## src/hw/rtl/llp_pkg.sv

```systemverilog
`default_nettype none
package llp_pkg;

  localparam int MAX_CORES      = 8;
  localparam int CPU_ENTRIES    = 64;
  localparam int THREAD_ENTRIES = 64;
  localparam int NCELL  = (CPU_ENTRIES > THREAD_ENTRIES) ? CPU_ENTRIES : THREAD_ENTRIES;
  localparam int IDX_W  = $clog2(NCELL);
  localparam int CORE_W = 3;
  localparam int CNT_W  = 7;
  localparam logic [CNT_W-1:0] COUNT_TOP = '1;

  // result status codes
  localparam logic [1:0] ST_OK      = 2'd0;
  localparam logic [1:0] ST_IGNORED = 2'd1;
  localparam logic [1:0] ST_FULL    = 2'd2;
  localparam logic [1:0] ST_UNKNOWN = 2'd3;

  // opcodes
  localparam logic [1:0] OP_MARKER = 2'd0;
  localparam logic [1:0] OP_ACCESS = 2'd1;
  localparam logic [1:0] OP_EXIT   = 2'd2;

  // register indexes
  localparam logic [1:0] REG_CORES  = 2'd0;
  localparam logic [1:0] REG_ENABLE = 2'd1;

  // search word that walks the cell chain
  typedef struct packed {
    logic              active;
    logic [31:0]       cpu_key;
    logic [31:0]       thr_key;
    logic              cpu_hit;
    logic [CORE_W-1:0] cpu_core;
    logic              cpu_free;
    logic [IDX_W-1:0]  cpu_free_idx;
    logic              thr_hit;
    logic [IDX_W-1:0]  thr_idx;
    logic [CORE_W-1:0] thr_core;
    logic              thr_free;
    logic [IDX_W-1:0]  thr_free_idx;
  } tok_t;

  // table update broadcast to all cells
  typedef struct packed {
    logic              cpu_we;
    logic [IDX_W-1:0]  cpu_idx;
    logic [31:0]       cpu_key;
    logic              thr_we;
    logic              thr_valid;
    logic [IDX_W-1:0]  thr_idx;
    logic [31:0]       thr_key;
    logic [CORE_W-1:0] core;
  } wr_t;

  typedef enum logic [2:0] {
    S_IDLE = 3'b001,
    S_SRCH = 3'b010,
    S_HOLD = 3'b100
  } state_t;

endpackage
`default_nettype wire

```

## src/hw/rtl/llp_cell.sv

```systemverilog
`default_nettype none
module llp_cell import llp_pkg::*; (
  input  wire logic             clk,
  input  wire logic             rst_n,
  input  wire logic [IDX_W-1:0] cell_idx,
  input  wire logic             cpu_en,
  input  wire logic             thr_en,
  input  wire tok_t             tok_i,
  input  wire wr_t              wr_i,
  output tok_t                  tok_o
);

  logic              cpu_v_r, thr_v_r;
  logic [31:0]       cpu_key_r, thr_key_r;
  logic [CORE_W-1:0] cpu_core_r, thr_core_r;
  tok_t              tok_r, tok_nxt;

  // merge this entry into the passing search word
  always_comb begin
    tok_nxt = tok_i;
    if (cpu_en) begin
      if (cpu_v_r && cpu_key_r == tok_i.cpu_key && !tok_i.cpu_hit) begin
        tok_nxt.cpu_hit  = 1'b1;
        tok_nxt.cpu_core = cpu_core_r;
      end
      if (!cpu_v_r && !tok_i.cpu_free) begin
        tok_nxt.cpu_free     = 1'b1;
        tok_nxt.cpu_free_idx = cell_idx;
      end
    end
    if (thr_en) begin
      if (thr_v_r && thr_key_r == tok_i.thr_key && !tok_i.thr_hit) begin
        tok_nxt.thr_hit  = 1'b1;
        tok_nxt.thr_idx  = cell_idx;
        tok_nxt.thr_core = thr_core_r;
      end
      if (!thr_v_r && !tok_i.thr_free) begin
        tok_nxt.thr_free     = 1'b1;
        tok_nxt.thr_free_idx = cell_idx;
      end
    end
  end

  always_ff @(posedge clk) begin
    if (!rst_n) begin
      tok_r <= '0;
    end else begin
      tok_r <= tok_nxt;
    end
  end

  // entry valid bits
  always_ff @(posedge clk) begin
    if (!rst_n) begin
      cpu_v_r <= 1'b0;
      thr_v_r <= 1'b0;
    end else begin
      if (cpu_en && wr_i.cpu_we && wr_i.cpu_idx == cell_idx) cpu_v_r <= 1'b1;
      if (thr_en && wr_i.thr_we && wr_i.thr_idx == cell_idx) thr_v_r <= wr_i.thr_valid;
    end
  end

  // entry payload
  always_ff @(posedge clk) begin
    if (cpu_en && wr_i.cpu_we && wr_i.cpu_idx == cell_idx) begin
      cpu_key_r  <= wr_i.cpu_key;
      cpu_core_r <= wr_i.core;
    end
    if (thr_en && wr_i.thr_we && wr_i.thr_idx == cell_idx) begin
      thr_key_r  <= wr_i.thr_key;
      thr_core_r <= wr_i.core;
    end
  end

  assign tok_o = tok_r;

endmodule
`default_nettype wire

```

## config.mk

```make
export PLATFORM = sky130hd
export DESIGN_NAME = llp_cell
export DESIGN_NICKNAME = d
export VERILOG_FILES = /design/src/hw/rtl/llp_pkg.sv /design/src/hw/rtl/llp_cell.sv
export SDC_FILE = /design/constraint.sdc
export NUM_CORES = 1
export LEC_CHECK = 0
export ABC_CLOCK_PERIOD_IN_PS = 10200
export BUFFER_PORTS_ARGS = -buffer_cell sky130_fd_sc_hd__buf_2
export CAP_MARGIN = 20
export CORE_MARGIN = 5
export CORE_UTILIZATION = 49
export CTS_CLUSTER_SIZE = 20
export DETAILED_ROUTE_END_ITERATION = 10
export GPL_ROUTABILITY_DRIVEN = 1
export MAX_ROUTING_LAYER = met4
export PLACE_DENSITY = 0.86
export REMOVE_ABC_BUFFERS = 1
export SLEW_MARGIN = 20
export SYNTH_ARGS = -nofsm -noshare
export SYNTH_HDL_FRONTEND = slang
export SYNTH_SLANG_ARGS = --single-unit
```

## constraint.sdc

```tcl
create_clock -name clk -period 10.2 [get_ports clk]
set_clock_uncertainty 0.1 [all_clocks]
set_input_delay 1.53 -clock clk [delete_from_list [all_inputs] [get_ports clk]]
set_output_delay 1.53 -clock clk [all_outputs]
set_load 0.02 [all_outputs]
```

==> reports/qor.yml, run 1 <==
ys_seq_area_share_pct: 68.79
cap_violations: 0
hp-class: "reg2reg"
synthTopCellsByCount: "dfxtp_1 (95), edfxtp_1 (70), and2_1 (59)"
nets: 915
crit_path_max_fanout: 9
synth_top_area_cell: "edfxtp_1"
period_share_pct: 30.01
clkLatencyLatePin_ns: 0.41
fill_cells: 826
synth.top_cell.area_share_pct: 36.11
cts_buffer_depth: 2
path_cells: "buf_2, xor2_1, nor4_1, nand2_1, or4_1, o21ai_1, a21oi_1"
grt_max_degree: 61
routed_wl_microns: 15320
numPortBuffers: 277
die_area_sq_um: 14160
p_leak_nw: 3.568
worst_pin_slew_ns: 0.6489
cts_num_sinks: 165
area_delta_synth_final_pct: 37.70
slew_viol_final: 0
critPathArrivalTime_ns: 3.25
first_global_vias: 4785
max_freq_mhz: 326.7
worstRegToRegCells: 6
gp_congestion: 0.8367
synth_edf_count: 70
setup_viol: 0
rows: 39
hpwl_microns: 11890
slowest_stage: "or4_1"
detailedRoute.firstIterationViolations: 289
yosysMostFrequentCell: "dfxtp_1"
required_ns: 10.39
htree_levels: 4
ys_top_cells_by_area: "edfxtp_1 (36%), dfxtp_1 (33%), and2_1 (6.3%), xnor2_1 (5.9%), xor2_1 (3.8%)"
drc: 0
period_minus_slack_ns: 3.061
fp.dieH_microns: 119.0
path_buf_inv: 1
vias: 4393
synth_warnings: 0
cts_buffers: 17
syn_inst: 441
ys.flop_type: "dfxtp_1"
async_flop_share_pct: 0
drive_above_1_share_pct: 43.07
core_sq_um: 11520
crit_family: "simple AND/OR/NAND/NOR gates"
synth_area_per_cell_sq_um: 13.20
via_per_inst: 4.953
track_usage_pct: 22.35
grt_pass1_wl_microns: 23650
critPathCaptureType: "flip-flop"
path_clk_slew_ns: 0.06
fp.dieW_microns: 119.0
start_util_pct: 50.54
final_util_pct: 69.60
cp_slowest_stage_delay_ns: 0.62
whs_path_depth: 2
cts_resized: 0
clock_tree.root_cell: "clkbuf_16"
ir_drop_v: 0.0001754
antenna_found_initial: 1
crit_type: "in2reg"
ant_nets: 0
cts_hold_buf: 0
drtPass1Iterations: 4
fin_setup_tns_ns: 0
grt_overflow: 0
pin_count: 278
max_slew_margin_pct: 56.55
cts_tree: "built"
rsz0062_at_grt: "false"
finalHoldViolCount: 0
power_density_nw_per_um2: 185.3
crit_path_start_kind: "input port"
wl_per_cell_microns: 17.27
post_cts_buffers: 0
synth.distinct_cells: 37
outcome: "finished clean"
netlist_area_sq_um: 5821
ys_ff_latch: 165
worstSetupPathDepth: 7
==> worst min-delay path, cell delays in order (launching register included) <==
cell and delay (ns):
edfxtp_1 0.32, mux2i_1 0.06, nor2_1 0.08
==> final timing paths <==
path | slack (ns) | endpoint | from
worst max-delay path | 7.14 | tok_o[15] | tok_i[54]
worst max register to register | 7.99 | tok_o[15] | thr_key_r[26]
worst min-delay path | 0.40 | tok_o[26] | cpu_core_r[2]
worst min register to register | 0.40 | tok_o[26] | cpu_core_r[2]
==> stage by stage <==
| step | hold slack [ns] | instance area (sq um) | cells | setup WS (ns) | total power, W |
|---|---|---|---|---|---|
| 2_1_floorplan | 0.3525 | 5778 | 430 | 4.180 | 0.0007916 |
| 3_3_place_gp | 0.3628 | 7378 | 853 | 6.684 | 0.0008632 |
| 3_5_place_dp | 0.3883 | 7378 | 853 | 6.602 | 0.0008678 |
| 4_1_cts | 0.4040 | 7985 | 885 | 7.005 | 0.001497 |
| 5_1_grt | 0.4484 | 8015 | 887 | 7.039 | 0.001546 |
| 6_report | 0.3964 | 8015 | 887 | 7.139 | 0.001485 |
==> area by class of cell <==
cell class	count	area (sq um)	share of cell area (%)
Inverter	17	63.81	0.7961
Clock buffer	21	525.5	6.556
Clock inverter	11	81.33	1.015
Timing Repair Buffer	281	1436	17.92
Tap cell	143	178.9	2.232
Sequential cell	165	4004	49.95
Antenna cell	1	2.502	0.03122
Multi-Input combinational cell	248	1723	21.50
==> layer usage <==
layer / vias up / global-route usage (%) / share of wire [%]
met5: - / - / 0
met4: 0 / 10.57 / 3.5
met3: 39 / 7.062 / 7.7
met2: 224 / 37.48 / 51
met1: 2023 / 24.12 / 38
li1: 2107 / - / -
==> flip-flops by register name, indices dropped and copies added, names as in the netlist <==
name,cells
thr_core_r,3
thr_v_r,1
cpu_key_r,32
cpu_v_r,1
thr_key_r,32
tok_o,93
cpu_core_r,3
==> kinds of logic (layout without fill, tap and decap cells) <==
family / after synthesis / count (layout) / synth area share, %
mux: 16 / 16 / 2.751
buf+inv: 28 / 330 / 1.827
simple gates: 134 / 134 / 13.18
xor+xnor: 64 / 64 / 9.630
other cells: 0 / 1 / 0
flops: 165 / 165 / 68.79
compound gates: 34 / 34 / 3.826
==> report_power, final <==
group	internal, W	switching, W
logic	0.0000618	0.0000772
registers	0.000710	0.00000581
clock network	0.000373	0.000258
total	0.00114	0.000341
==> cell usage in the layout, fill, tap and decap left out, types with 3 or more instances in the layout <==
cell and count:
a21oi_1 13, and2_1 59, buf_2 277, buf_4 3, clkbuf_16 21, clkinv_2 3, dfxtp_1 95, edfxtp_1 70
inv_1 15, mux2i_1 16, nand2_1 3, nand4_1 22, nor2_1 31, nor3_1 3, nor4_1 5, o21ai_1 8
xnor2_1 39, xor2_1 25
Note: power is estimated with default switching activity, not from simulation.
==> inputs of run 2 (changes only) <==
--- a/config.mk
+++ b/config.mk
@@ -5,16 +5,16 @@
 export SDC_FILE = /design/constraint.sdc
 export NUM_CORES = 1
 export LEC_CHECK = 0
-export ABC_CLOCK_PERIOD_IN_PS = 10200
+export ABC_CLOCK_PERIOD_IN_PS = 2750
 export BUFFER_PORTS_ARGS = -buffer_cell sky130_fd_sc_hd__buf_2
 export CAP_MARGIN = 20
 export CORE_MARGIN = 5
-export CORE_UTILIZATION = 49
+export CORE_UTILIZATION = 41
 export CTS_CLUSTER_SIZE = 20
 export DETAILED_ROUTE_END_ITERATION = 10
 export GPL_ROUTABILITY_DRIVEN = 1
 export MAX_ROUTING_LAYER = met4
-export PLACE_DENSITY = 0.86
+export PLACE_DENSITY = 0.77
 export REMOVE_ABC_BUFFERS = 1
 export SLEW_MARGIN = 20
 export SYNTH_ARGS = -nofsm -noshare
==> constraint.sdc (replaced) <==
create_clock -name clk -period 2.75 [get_ports clk]
set_clock_uncertainty 0.1 [all_clocks]
set_input_delay 0.4125 -clock clk [delete_from_list [all_inputs] [get_ports clk]]
set_output_delay 0.4125 -clock clk [all_outputs]
set_load 0.02 [all_outputs]
==> run 2 against run 1 <==
- die area increased by 18%
- via count decreased by 0.25%
- hold slack got worse by 0.34 ns
- worst setup slack got worse by 6.6 ns
- clock power increased to 3.6 times the previous value
- global-route usage decreased by 3.4 points
- largest cell class unchanged
- highest routed layer unchanged
==> reports/qor.yml, run 2 (synthesis results as in run 1) <==
setup_viol: 0
drc: 0
final_util_pct: 57.77
slowest_stage: "or4_1"
path_cells: "xor2_1, nor4_1, nand2_1, or4_1, o21ai_1, a21oi_1"
p_leak_nw: 3.535
ant_nets: 0
worstReg2RegStart: "thr_key_r[2]"
setup_ws_ns: 0.5640
final_common_cell: "buf_2"
finish.instance_area_sq_um: 8019
critPathArrivalTime_ns: 2.38
hp-class: "in2reg"
ir_drop_v: 0.0004674
nets: 915
drtPass1Iterations: 4
wl_per_cell_microns: 16.79
rsz0062_at_grt: "false"
clock_tree.root_cell: "clkbuf_16"
fill_cells: 1143
period_share_pct: 79.49
numPortBuffers: 277
finalHoldViolCount: 0
timing.rr.end: "tok_o[10]"
clkLatencyLatePin_ns: 0.42
crit_path_max_fanout: 9
start_util_pct: 41.93
cts_buffers: 17
path_clk_slew_ns: 0.06
htree_levels: 4
fp.dieH_microns: 129.2
place_area_sq_um: 7445
cp_slowest_stage_delay_ns: 0.61
antenna_found_initial: 2
via_per_inst: 4.737
track_usage_pct: 18.93
slew_viol_final: 0
outcome: "finished clean"
cts_num_sinks: 165
crit_path_start_kind: "flip-flop"
critPathCaptureType: "flip-flop"
max_freq_mhz: 457.5
met3_length_microns: 1353
max_slew_margin_pct: 56.25
grt_max_degree: 38
cts_resized: 0
cap_violations: 0
worstRegToRegCells: 6
first_global_vias: 4605
hpwl_microns: 12210
power_density_nw_per_um2: 679.5
gp_congestion: 0.8930
vias: 4382
pin_count: 278
r2r_slack_ns: 0.56
crit_type: "reg2reg"
die_area_sq_um: 16680
dr.max_layer_used: "met4"
critPathLaunch: "thr_key_r[2]"
crit_end: "tok_o[10]"
cts_buffer_depth: 2
drive_above_1_share_pct: 42.40
cts_tree: "built"
pre_cts_slack_ns: 0.3923
area_delta_synth_final_pct: 37.77
period_minus_slack_ns: 2.186
required_ns: 2.95
wl_met1_microns: 5881
final_cell_mix: "buf_2 (277), dfxtp_1 (95), edfxtp_1 (70)"
routed_wl_microns: 15530
grt_pass1_wl_microns: 23250
cts_hold_buf: 0
wl_met2_microns: 7958
largest_reg_flops: 93
post_cts_buffers: 0
detailedRoute.firstIterationViolations: 165
core_sq_um: 13880
rows: 43
grt_overflow: 0
fp.dieW_microns: 129.2
worst_pin_slew_ns: 0.6534
## run 2: cell type report
class | count | area (sq um) | share of cell area [%]
sequential | 165 | 4004 | 49.93
multi-input combinational | 248 | 1723 | 21.49
timing repair buffer | 281 | 1429 | 17.82
clock buffer | 23 | 467.9 | 5.836
tap | 180 | 225.2 | 2.809
clock inverter | 9 | 101.3 | 1.264
inverter | 17 | 63.81 | 0.7958
antenna | 2 | 5.005 | 0.06241
## run 2: worst max-delay path: cells and delay by family (launching register included)
kind / cells / cell delay, ns
flops: 1 / 0.40
simple gates: 3 / 1.11
compound gates: 2 / 0.30
xor+xnor: 1 / 0.16
## run 2: through the flow
step / TNS [ns] / hold WS (ns) / instances / total power [W]
floorplan: -145.62 / 0.3525 / 430 / 0.002936
global placement: 0 / 0.3682 / 891 / 0.003203
detailed placement: 0 / 0.4039 / 891 / 0.003219
CTS: 0 / 0.04157 / 923 / 0.005505
global route: 0 / 0.03869 / 925 / 0.005651
finish: 0 / 0.05825 / 925 / 0.005449
## run 2: how the worst min path moves through the flow
stage	cells after the start	endpoint	slack (ns)	startpoint
2_1_floorplan	2	tok_o[24]	0.35	cpu_core_r[0]
3_3_place_gp	2	tok_o[24]	0.37	cpu_core_r[0]
3_5_place_dp	2	tok_o[24]	0.40	cpu_core_r[0]
4_1_cts	1	thr_key_r[0]	0.04	wr_i[3]
5_1_grt	1	cpu_key_r[7]	0.04	wr_i[50]
6_report	1	thr_key_r[0]	0.06	wr_i[3]
## run 2: where the power goes
part,internal [W],total (W),switching (W),leakage [nW]
registers,0.00263,0.00265,0.0000202,1.42
logic,0.000226,0.000511,0.000285,1.84
clock network,0.00138,0.00228,0.000906,0.275
total,0.00424,0.00545,0.00121,3.53
## run 2: per-layer routing
layer / GRT usage (%) / up-vias
met5: - / -
met4: 7.165 / 0
met3: 5.977 / 26
met2: 32.59 / 187
met1: 20.43 / 2057
li1: - / 2112
==> inputs of run 3 (changes only) <==
--- a/config.mk
+++ b/config.mk
@@ -5,16 +5,16 @@
 export SDC_FILE = /design/constraint.sdc
 export NUM_CORES = 1
 export LEC_CHECK = 0
-export ABC_CLOCK_PERIOD_IN_PS = 2750
+export ABC_CLOCK_PERIOD_IN_PS = 2150
 export BUFFER_PORTS_ARGS = -buffer_cell sky130_fd_sc_hd__buf_2
 export CAP_MARGIN = 20
 export CORE_MARGIN = 5
-export CORE_UTILIZATION = 41
+export CORE_UTILIZATION = 46
 export CTS_CLUSTER_SIZE = 20
 export DETAILED_ROUTE_END_ITERATION = 10
 export GPL_ROUTABILITY_DRIVEN = 1
 export MAX_ROUTING_LAYER = met4
-export PLACE_DENSITY = 0.77
+export PLACE_DENSITY = 0.82
 export REMOVE_ABC_BUFFERS = 1
 export SLEW_MARGIN = 20
 export SYNTH_ARGS = -nofsm -noshare
==> constraint.sdc (replaced) <==
create_clock -name clk -period 2.15 [get_ports clk]
set_clock_uncertainty 0.1 [all_clocks]
set_input_delay 0.3225 -clock clk [delete_from_list [all_inputs] [get_ports clk]]
set_output_delay 0.3225 -clock clk [all_outputs]
set_load 0.02 [all_outputs]
==> run 3 against run 2 <==
- combinational power up 50%
- via count up 9.3%
- worst setup slack worse by 0.54 ns
- sequential share of layout area down 4.2 points
- wire length up 11%
- register-to-register slack worse by 0.54 ns
- critical path depth up 1
- final cell count up 6.7%
- non-clock buffer count up 71
- total power up 30%
==> reports/qor.yml, run 3 (synthesis results as in run 1) <==
outcome: "finished clean"
start_util_pct: 46.50
path_cells: "xor2_1, a221oi_2, o2111ai_2, or4_4, buf_6, o21ai_1, a21oi_1"
rows: 41
setup_viol: 0
detailedRoute.firstIterationViolations: 210
cap_violations: 0
hp-class: "in2reg"
die_area_sq_um: 15000
power_density_nw_per_um2: 808.2
crit_path_max_fanout: 9
clkLatencyLatePin_ns: 0.42
period_minus_slack_ns: 2.130
first_global_vias: 5115
via_per_inst: 4.852
track_usage_pct: 23.31
nets: 986
largest_reg_flops: 93
cts_num_sinks: 165
cp_slowest_stage_delay_ns: 0.54
slowest_stage: "or4_4"
wl_per_cell_microns: 17.53
path_buf_inv: 1
rsz0062_at_grt: "true"
hpwl_microns: 12480
crit_type: "reg2reg"
slew_viol_final: 0
path_clk_slew_ns: 0.06
pin_count: 278
finalHoldViolCount: 0
fp.dieH_microns: 122.5
cts_tree: "built"
vias: 4789
drtPass1Iterations: 4
ant_nets: 0
period_share_pct: 99.06
ir_drop_v: 0.0006814
holdWs_ns: 0.03012
drive_above_1_share_pct: 40.54
antenna_found_initial: 1
core_sq_um: 12520
grt_pass1_wl_microns: 25530
critPathLaunch: "thr_key_r[6]"
setup_ws_ns: 0.02010
area_delta_synth_final_pct: 50.34
pre_cts_slack_ns: -0.03122
fp.dieW_microns: 122.5
critPathCaptureType: "flip-flop"
crit_path_start_kind: "flip-flop"
numPortBuffers: 277
grt_max_degree: 37
worst_pin_slew_ns: 0.6451
required_ns: 2.34
gp_congestion: 0.8549
max_freq_mhz: 469.5
p_leak_nw: 3.849
fill_cells: 898
worstReg2RegStart: "thr_key_r[6]"
clock_tree.root_cell: "clkbuf_16"
htree_levels: 4
hp-start: "wr_i[2]"
critPathArrivalTime_ns: 2.32
final_cell_mix: "buf_2 (277), dfxtp_1 (95), edfxtp_1 (70)"
cts_buffers: 17
drc: 0
routed_wl_microns: 17300
final_common_cell: "buf_2"
cts_buffer_depth: 2
max_slew_margin_pct: 56.81
grt_overflow: 0
fin_setup_tns_ns: 0
crit_family: "compound AO/OA/AOI/OAI gates"
run 3: per-stage QoR:
stage	util [%]	std cells	instance area [sq um]	total power [W]
finish	69.91	987	8751	0.007073
global route	69.91	987	8751	0.007342
CTS	69.64	985	8717	0.007087
detailed placement	59.80	888	7485	0.004122
global placement	59.80	888	7485	0.004097
floorplan	-	430	5778	0.003756
run 3: final timing paths:
| path | to | slack [ns] | cells after the start |
|---|---|---|---|
| setup reg to reg | tok_o[15] | 0.02 | 7 |
| hold reg to reg | tok_o[24] | 0.38 | 2 |
| hold / removal | thr_core_r[2] | 0.03 | 1 |
| setup / recovery | tok_o[15] | 0.02 | 7 |
run 3: final cells by class:
cell class                      instances  area (sq um)  share of cell area, %
Clock inverter                         12         92.59                  1.058
Multi-Input combinational cell        248          1743                  19.92
Inverter                               17         63.81                 0.7292
Tap cell                              172         215.2                  2.459
Antenna cell                            1         2.502                0.02860
Sequential cell                       165          4004                  45.75
Clock buffer                           20         489.2                  5.591
Timing Repair Buffer                  352          2141                  24.46
run 3: timing repair:
action / in CTS / in global routing
buffers inserted: 0 / 1
resized for setup: 0 / 5
hold buffers: 65 / 0
setup endpoints to repair: 0 / 9
hold endpoints to repair: 65 / 0
run 3: report_power, final:
| part | total, W | switching, W | internal, W |
|---|---|---|---|
| clock network | 0.00291 | 0.00125 | 0.00166 |
| logic | 0.000764 | 0.000394 | 0.000370 |
| registers | 0.00340 | 0.0000292 | 0.00337 |
run 3: layer usage:
metal	GRT usage [%]	up-vias	share of wire [%]
met2	40.98	235	53
met5	-	-	0
met1	24.53	2262	37
li1	-	2251	-
met3	5.899	41	7.3
met4	10.92	0	2.9
run 3: worst register-to-register path, cell delays in order, from the launching register on:
cell and delay (ns):
edfxtp_1 0.40, xor2_1 0.17, a221oi_2 0.23, o2111ai_2 0.18, or4_4 0.54, buf_6 0.16
o21ai_1 0.13, a21oi_1 0.09
